**src/hw/rtl/knn_brute_force_topk_top_defines.svh**
```systemverilog
// ---------------------------------------------------------------------------
// Assertion macros for the k-nearest-neighbor search block
// Shared property forms, clocked on i_clk and held off during reset.
// ---------------------------------------------------------------------------
`ifndef KNN_BRUTE_FORCE_TOPK_TOP_DEFINES_SVH
`define KNN_BRUTE_FORCE_TOPK_TOP_DEFINES_SVH

// Same-cycle implication.
`define KNN_ASSERT_NOW(lbl, ante, cons, msg) \
    lbl: assert property (@(posedge i_clk) disable iff (!i_rst_n) (ante) |-> (cons)) \
        else $error(msg);

// Next-cycle implication.
`define KNN_ASSERT_NEXT(lbl, ante, cons, msg) \
    lbl: assert property (@(posedge i_clk) disable iff (!i_rst_n) (ante) |=> (cons)) \
        else $error(msg);

`endif

```
**src/hw/rtl/knn_pkg.sv**
```systemverilog
// ---------------------------------------------------------------------------
// knn_pkg
// Types and constants shared by the nearest-neighbor search modules.
// ---------------------------------------------------------------------------
package knn_pkg;
    localparam int MAX_POINTS = 4096;
    localparam int PT_AW      = $clog2(MAX_POINTS);
    localparam int CNT_W      = PT_AW + 1;
    localparam int MAX_NB     = 64;
    localparam int NB_W       = $clog2(MAX_NB) + 1;
    localparam int RANK_W     = $clog2(MAX_NB);
    localparam int COORD_W    = 16;
    localparam int DIST_W     = 34;
    localparam int IDX_W      = 12;
    localparam int FLUSH_CYC  = MAX_NB + 8;

    localparam logic [1:0] OP_LOAD   = 2'd0;
    localparam logic [1:0] OP_QUERY  = 2'd1;
    localparam logic [1:0] OP_CLEAR  = 2'd2;
    localparam logic [1:0] OP_UNUSED = 2'd3;

    localparam logic [1:0] MODE_SUM       = 2'd0;
    localparam logic [1:0] MODE_EUCL      = 2'd1;
    localparam logic [1:0] MODE_MANH      = 2'd2;
    localparam logic [1:0] MODE_EUCL_ALT  = 2'd3;

    localparam logic CFG_MODE = 1'b0;
    localparam logic CFG_K    = 1'b1;

    // Candidate handed along the cell chain.
    typedef struct packed {
        logic              vld;
        logic [DIST_W-1:0] distance;
        logic [IDX_W-1:0]  idx;
    } t_cand;

    typedef struct packed {
        logic signed [COORD_W-1:0] x;
        logic signed [COORD_W-1:0] y;
        logic signed [COORD_W-1:0] z;
    } t_point;
endpackage

```
**src/hw/rtl/knn_dist.sv**
```systemverilog
// ---------------------------------------------------------------------------
// knn_dist
// Four-stage distance pipeline between a query and one stored point.
// ---------------------------------------------------------------------------
module knn_dist (
    input  logic                   i_clk,
    input  logic                   i_rst_n,
    input  logic [1:0]             i_mode,
    input  knn_pkg::t_point        i_query,
    input  knn_pkg::t_point        i_ref,
    input  logic                   i_vld,
    input  logic [knn_pkg::IDX_W-1:0] i_idx,
    output knn_pkg::t_cand         o_cand
);
    import knn_pkg::*;

    logic signed [COORD_W:0]   r_dx, r_dy, r_dz;
    logic signed [COORD_W+2:0] r_sd;
    logic [COORD_W:0]          r_ax, r_ay, r_az;
    logic [COORD_W+1:0]        r_as;
    logic [2*COORD_W+1:0]      r_px, r_py, r_pz;
    logic [COORD_W+1:0]        r_man, r_sum;
    logic [3:0]                r_vld;
    logic [IDX_W-1:0]          r_idx1, r_idx2, r_idx3;
    logic [DIST_W-1:0]         r_dist;
    logic [IDX_W-1:0]          r_oidx;
    logic [DIST_W-1:0]         n_dist;

    always_ff @(posedge i_clk) begin
        if (!i_rst_n) begin
            r_vld <= '0;
        end else begin
            r_vld <= {r_vld[2:0], i_vld};
        end
        r_dx   <= (COORD_W+1)'(i_query.x) - (COORD_W+1)'(i_ref.x);
        r_dy   <= (COORD_W+1)'(i_query.y) - (COORD_W+1)'(i_ref.y);
        r_dz   <= (COORD_W+1)'(i_query.z) - (COORD_W+1)'(i_ref.z);
        r_sd   <= (COORD_W+3)'(i_query.x) + (COORD_W+3)'(i_query.y)
                + (COORD_W+3)'(i_query.z) - (COORD_W+3)'(i_ref.x)
                - (COORD_W+3)'(i_ref.y) - (COORD_W+3)'(i_ref.z);
        r_idx1 <= i_idx;
        r_ax   <= r_dx[COORD_W] ? (COORD_W+1)'(-r_dx) : (COORD_W+1)'(r_dx);
        r_ay   <= r_dy[COORD_W] ? (COORD_W+1)'(-r_dy) : (COORD_W+1)'(r_dy);
        r_az   <= r_dz[COORD_W] ? (COORD_W+1)'(-r_dz) : (COORD_W+1)'(r_dz);
        r_as   <= r_sd[COORD_W+2] ? (COORD_W+2)'(-r_sd) : (COORD_W+2)'(r_sd);
        r_idx2 <= r_idx1;
        r_px   <= (2*COORD_W+2)'(r_ax) * (2*COORD_W+2)'(r_ax);
        r_py   <= (2*COORD_W+2)'(r_ay) * (2*COORD_W+2)'(r_ay);
        r_pz   <= (2*COORD_W+2)'(r_az) * (2*COORD_W+2)'(r_az);
        r_man  <= (COORD_W+2)'(r_ax) + (COORD_W+2)'(r_ay) + (COORD_W+2)'(r_az);
        r_sum  <= r_as;
        r_idx3 <= r_idx2;
        r_dist <= n_dist;
        r_oidx <= r_idx3;
    end

    assign o_cand = {r_vld[3], r_dist, r_oidx};

    always_comb begin
        case (i_mode)
            MODE_SUM:  n_dist = DIST_W'(r_sum);
            MODE_MANH: n_dist = DIST_W'(r_man);
            default:   n_dist = DIST_W'(r_px) + DIST_W'(r_py) + DIST_W'(r_pz);
        endcase
    end
endmodule

```
**config.mk**
```make
export PLATFORM = sky130hd
export DESIGN_NAME = knn_dist
export DESIGN_NICKNAME = d
export VERILOG_FILES = /design/src/hw/rtl/knn_brute_force_topk_top_defines.svh /design/src/hw/rtl/knn_pkg.sv /design/src/hw/rtl/knn_dist.sv
export SDC_FILE = /design/constraint.sdc
export NUM_CORES = 2
export LEC_CHECK = 0
export BUFFER_PORTS_ARGS = -buffer_cell sky130_fd_sc_hd__buf_2
export CAP_MARGIN = 10
export CORE_MARGIN = 3
export CORE_UTILIZATION = 45
export CTS_CLUSTER_SIZE = 25
export DETAILED_ROUTE_END_ITERATION = 12
export PLACE_DENSITY_LB_ADDON = 0.05
export REMOVE_ABC_BUFFERS = 1
export SYNTH_ARGS = -nofsm -noshare
export SYNTH_HDL_FRONTEND = slang
export SYNTH_SLANG_ARGS = --single-unit
```
**constraint.sdc**
```tcl
create_clock -name i_clk -period 5.9 [get_ports i_clk]
set_clock_uncertainty 0.1 [all_clocks]
set_input_delay 0.885 -clock i_clk [delete_from_list [all_inputs] [get_ports i_clk]]
set_output_delay 0.885 -clock i_clk [all_outputs]
set_load 0.03 [all_outputs]
```
# ---- After elaboration in Yosys (flattened, before gate mapping)
# Cells that the tools add are included.
dict set report word_totals {
  inputBits 113
  word_cells 48
  output_inout_bits 47
  reg_bits 363
}
dict set report classes {
  add_sub_neg 16
  reduce_logical 1
  n_eq_ne 1
  n_mul 3
  n_mux 5
}
# op count
set ops {}
lappend ops {{$mul 17x17->34} 3}
lappend ops {{$add 34x34->34} 2}
lappend ops {{$pmux 34 s2} 1}
lappend ops {{$neg 17->17} 3}
lappend ops {{$sub 16x16->17} 3}
lappend ops {{$mux 16} 3}
lappend ops {{$sub 19x16->19} 2}
lappend ops {{$sub 18x16->19} 1}
lappend ops {{$add 17x16->18} 1}
lappend ops {{$add 17x17->18} 1}
lappend ops {{$add 18x17->18} 1}
lappend ops {{$mux 18} 1}
lappend ops {{$neg 18->18} 1}
lappend ops {{$add 16x16->17} 1}
lappend ops {{$eq 2x2->1 const B} 1}
lappend ops {{$logic_not 2->1} 1}

# ---- Depth between registers and ports, before layout
dict set report logic_depth {
  ltp_word 5
  mapped_depth 24
  depth_no_buf 24
}

# ---- Least setup slack after synthesis
# No wires, ideal clock.
dict set report synth_path {
  kind {reg-to-reg}
  startpoint {register r_ay[2]}
  endpoint {register r_py[32]}
  setup_slack_ps -398
  path_buffers 1
  path_stages_with_launch 24
  t_required_ps 5673
  t_arrival_ps 6071
  setup_ps 127
  synth_period_minus_slack_ps 6298
  path_cell_list {dfxtp_1 -> clkbuf_1 -> nand2_1 -> fa_1 -> inv_1 -> fa_1 -> inv_1 -> fa_1 -> inv_1 -> fa_1 -> fa_1 -> inv_1 -> fa_1 -> inv_1 -> ha_1 -> a21o_1 -> a31o_1 -> o31ai_2 -> a31oi_1 -> a311oi_1 -> o21bai_2 -> a221oi_4 -> o31ai_2 -> xor2_1}
}
dict set report synth_via {
  elab_chain_cells 1
}
# item line
set synth_rtl {}
lappend synth_rtl {{start: declaration} knn_dist.sv:19} ;# logic [COORD_W:0] r_ax, r_ay, r_az;
lappend synth_rtl {{start signal: assignment} knn_dist.sv:43} ;# r_ay <= r_dy[COORD_W] ? (COORD_W+1)'(-r_dy) : (COORD_W+1)'(r_dy);
lappend synth_rtl {{$mul 17x17->34} knn_dist.sv:48} ;# r_py <= (2*COORD_W+2)'(r_ay) * (2*COORD_W+2)'(r_ay);
lappend synth_rtl {{end signal: assignment} knn_dist.sv:48}
lappend synth_rtl {{end: declaration} knn_dist.sv:21} ;# logic [2*COORD_W+1:0] r_px, r_py, r_pz;
# Every way passes these cells.
# A chain may end at the register's enable or synchronous reset.

# ---- Worst setup path in the final report
dict set report layout_path {
  startpoint {register r_ax[4]}
  endpoint {register r_px[33]}
}
dict set report layout_via {
  elab_chain_cells 1
}
# item line
set layout_rtl {}
lappend layout_rtl {{start: declaration} knn_dist.sv:19}
lappend layout_rtl {{start signal: assignment} knn_dist.sv:42} ;# r_ax <= r_dx[COORD_W] ? (COORD_W+1)'(-r_dx) : (COORD_W+1)'(r_dx);
lappend layout_rtl {{$mul 17x17->34} knn_dist.sv:47} ;# r_px <= (2*COORD_W+2)'(r_ax) * (2*COORD_W+2)'(r_ax);
lappend layout_rtl {{end signal: assignment} knn_dist.sv:47}
lappend layout_rtl {{end: declaration} knn_dist.sv:21}
# Every way passes these cells.

==> flow_summary.yaml <==
outcome:
  outcome: "finished, violations left"
  failed_checks: "negative setup slack"
synth:
  synthDominantCellAreaShare: 0.336
  synthFlopType: "sky130_fd_sc_hd__dfxtp_1"
  synth_edf_count: 0
  synth_top_area_cell: "sky130_fd_sc_hd__fa_1"
  synth.top_cells.by_count: "sky130_fd_sc_hd__inv_1 (1024), sky130_fd_sc_hd__fa_1 (690), sky130_fd_sc_hd__ha_1 (442)"
  synthesis.area_per_instance_um2: 9.51
  post_synth_instance_area_mm2: 0.0411
  yosysSeqAreaShare: 0.175
  syn-instance-count: 4322
  synth_cell_types: 75
  postSynthRegisterBits: 360
  synth.area.top_cells: "sky130_fd_sc_hd__fa_1 (34%), sky130_fd_sc_hd__dfxtp_1 (18%), sky130_fd_sc_hd__ha_1 (13%)"
  total_of_warnings_raised_by_yosys: 0
  async_set_reset_flop_share_out_of_synthesis: 0
  yosys.cell_count.top_type: "sky130_fd_sc_hd__inv_1"
die:
  io-pin-count: 160
  die_height_um: 308
  floorplan.die.width_um: 308
  floorplan.die_area_mm2: 0.0950
  initial_core_util: 0.455
  rows: 110
  fp.coreArea_mm2: 0.0903
critical_path:
  cp-startpoint: "r_ax[4]"
  endpoint: "r_px[33]"
  r2r_cells: 22
  worstPathMaxFanout: 4
  path_class: "reg -> reg"
  worst_ep_required_time_ns: 6.28
  timing.reg2reg.setup_slack_ns: -0.18
  critical_path.endpoint_type: "register"
  setup.worst_path.start_class: "register"
  critPathArrivalTime_ns: 6.46
  rr_endpoint: "r_px[33]"
  r2r_path_start: "r_ax[4]"
global_route:
  vias_in_the_first_global_route: 31800
  grt_pass1_wl_mm: 178
  global_route.usage.total: 0.243
  antenna_found_initial: 7
  largest_net_degree_at_the_start_of_global_routing: 58
  grt_overflow: 0
sta:
  timing.setup.tns_ns: -1.41
  timing.max_slew.rel_slack: 0.416
  final_slew_viol_count: 0
  setup_repair_after_global_routing_missed_its_margin: "yes"
  hold_viol_final: 0
  setup_viol: 16
  achievable-frequency_mhz: 165
  timing.final.ws_setup_ns: -0.175
  worstMarginPinSlew_ns: 0.875
  finalWorstPathRequiredPeriod_ns: 6.08
  final_min_period_over_clock_period: 1.03
clock_network:
  clk_latency_ns: 0.64
  clk_root_buffer_cell: "sky130_fd_sc_hd__clkbuf_16"
  ctsHoldBuffers: 0
  cts_bufs_inserted: 43
  clockBufferDepth: 3
  tritoncts_num_sinks: 360
  cts.clk_slew.worst_paths_ns: 0.07
  htree_num_levels: 2
  cts_tree: "built"
routing:
  drt_first_iter_violations: 1323
  firstDrtPassIters: 5
  routed_wire_length_per_instance_um: 18.0
  final_antenna_net_count: 0
  avgViaCountPerCell: 4.86
  postRouteWirelength_mm: 110
  num_vias: 29900
  remaining_drc_errors: 0
placement:
  port-buffer-count: 159
  dp_hpwl_mm: 96.1
  place_congestion: 0.889
layout:
  area_growth_syn_to_layout_pct: 21.5
  drive_gt1_frac: 0.208
  layout.filler_cells: 8244
  nets: 6178
flow_run:
  maxCapViolCount: 0
hold_path:
  hp-class: "reg -> reg"
-- registers in the layout, summed over array words and instances (netlist names) --
name	flops
r_az	17
r_as	18
r_ay	17
r_dist	34
r_px	33
r_man	18
r_sum	18
r_ax	17
r_dx	17
r_idx1	12
r_sd	19
r_oidx	12
r_dy	17
r_py	33
r_vld	4
r_idx3	12
r_dz	17
r_idx2	12
r_pz	33
-- routing by layer --
layer	track usage	wire length, um
met1	0.335	51200
met2	0.413	52600
met3	0.0271	4100
met4	0.0517	2570
met5	0	0
-- per-stage QoR --
step	hold WS, ns	std cells	instance area [um^2]	util	setup WS [ns]
3_3_place_gp	0.210	6013	46500	0.515	-0.556
5_1_grt	0.226	6142	49900	0.553	-0.336
2_1_floorplan	0.210	4241	40800	-	-0.440
4_1_cts	0.219	6129	49200	0.545	-0.0921
6_report	0.221	6143	50000	0.553	-0.175
3_5_place_dp	0.212	6013	46500	0.515	-0.609
-- critical path: stages, from the launching register on --
cell                       delay [ns]
sky130_fd_sc_hd__dfxtp_4         0.36
sky130_fd_sc_hd__buf_6           0.11
sky130_fd_sc_hd__and2_4          0.13
sky130_fd_sc_hd__fa_1            0.49
sky130_fd_sc_hd__inv_2           0.04
sky130_fd_sc_hd__fa_1            0.51
sky130_fd_sc_hd__fa_1            0.54
sky130_fd_sc_hd__inv_2           0.04
sky130_fd_sc_hd__fa_1            0.46
sky130_fd_sc_hd__fa_1            0.49
sky130_fd_sc_hd__inv_1           0.05
sky130_fd_sc_hd__fa_1            0.49
sky130_fd_sc_hd__inv_2           0.05
sky130_fd_sc_hd__ha_4            0.22
sky130_fd_sc_hd__a21oi_2         0.12
sky130_fd_sc_hd__o21ai_1         0.08
sky130_fd_sc_hd__a211o_1         0.37
sky130_fd_sc_hd__a31oi_4         0.28
sky130_fd_sc_hd__a31oi_4         0.13
sky130_fd_sc_hd__a211o_1         0.27
sky130_fd_sc_hd__a21o_1          0.22
sky130_fd_sc_hd__a221oi_2        0.28
sky130_fd_sc_hd__xnor2_1         0.10
-- timing repair --
item | in CTS | in global routing
gates cloned | 1 | 0
setup buffers | 41 | 21
pin swaps | 125 | 129
setup endpoints to repair | 47 | 42
gates resized for setup | 237 | 167
-- how the worst min path moves through the flow --
stage / start / endpoint / slack (ns) / depth (start not counted)
floorplan: r_idx1[0] / r_idx2[0] / 0.21 / 0
global placement: r_idx1[5] / r_idx2[5] / 0.21 / 0
detailed placement: r_idx2[0] / r_idx3[0] / 0.21 / 0
CTS: r_as[8] / r_sum[8] / 0.22 / 0
global route: r_as[8] / r_sum[8] / 0.23 / 0
finish: r_as[8] / r_sum[8] / 0.22 / 0
-- area by class of cell --
cell class	count	area (um^2)	share of cell area
Clock inverter	28	438	0.00877
Timing Repair Buffer	647	4810	0.0963
Inverter	1024	3850	0.0770
Sequential cell	360	7320	0.147
Multi-Input combinational cell	2857	30900	0.619
Clock buffer	50	1130	0.0227
Antenna cell	1	2.50	0.0000501
Tap cell	1176	1470	0.0295
-- cell families (layout without fill, tap and decap cells) --
kind of cell,Yosys count,in the layout,synth area share
AOI/OAI and AO/OA,527,527,0.0843
xor gates and xnor gates,257,257,0.0548
adders and majority gates,1132,1132,0.471
buffers and inverters,1107,1749,0.101
DFF,360,360,0.175
muxes,22,22,0.00545
other,1,4,0.0000912
and+or+nand+nor,916,916,0.108
-- placed cells by master, fill, tap and decap left out, drive strengths merged, types with 12 or more instances in the layout --
cell type  netlist  final
dfxtp          360    360
buf              5    647
o31ai           29     29
and3            20     20
nand3           34     34
a21o            80     80
a21oi          141    141
xor2            49     49
nor2b           45     45
or3             16     16
nand2b          23     23
o21a            28     28
or2             22     22
clkbuf          78     50
nor2           148    148
fa             690    690
xnor2          208    208
nand4           20     20
inv           1024   1027
clkinv           0     12
ha             442    442
nand2          347    347
o21ai          112    112
and2           176    176
mux2i           19     19
a21boi          14     14
a31oi           19     19
a211oi          22     22
nor3            37     37
Power is left out: the tool's default activity adds up to more than one toggle a clock period on the data nets, which glitch-free logic cannot reach.
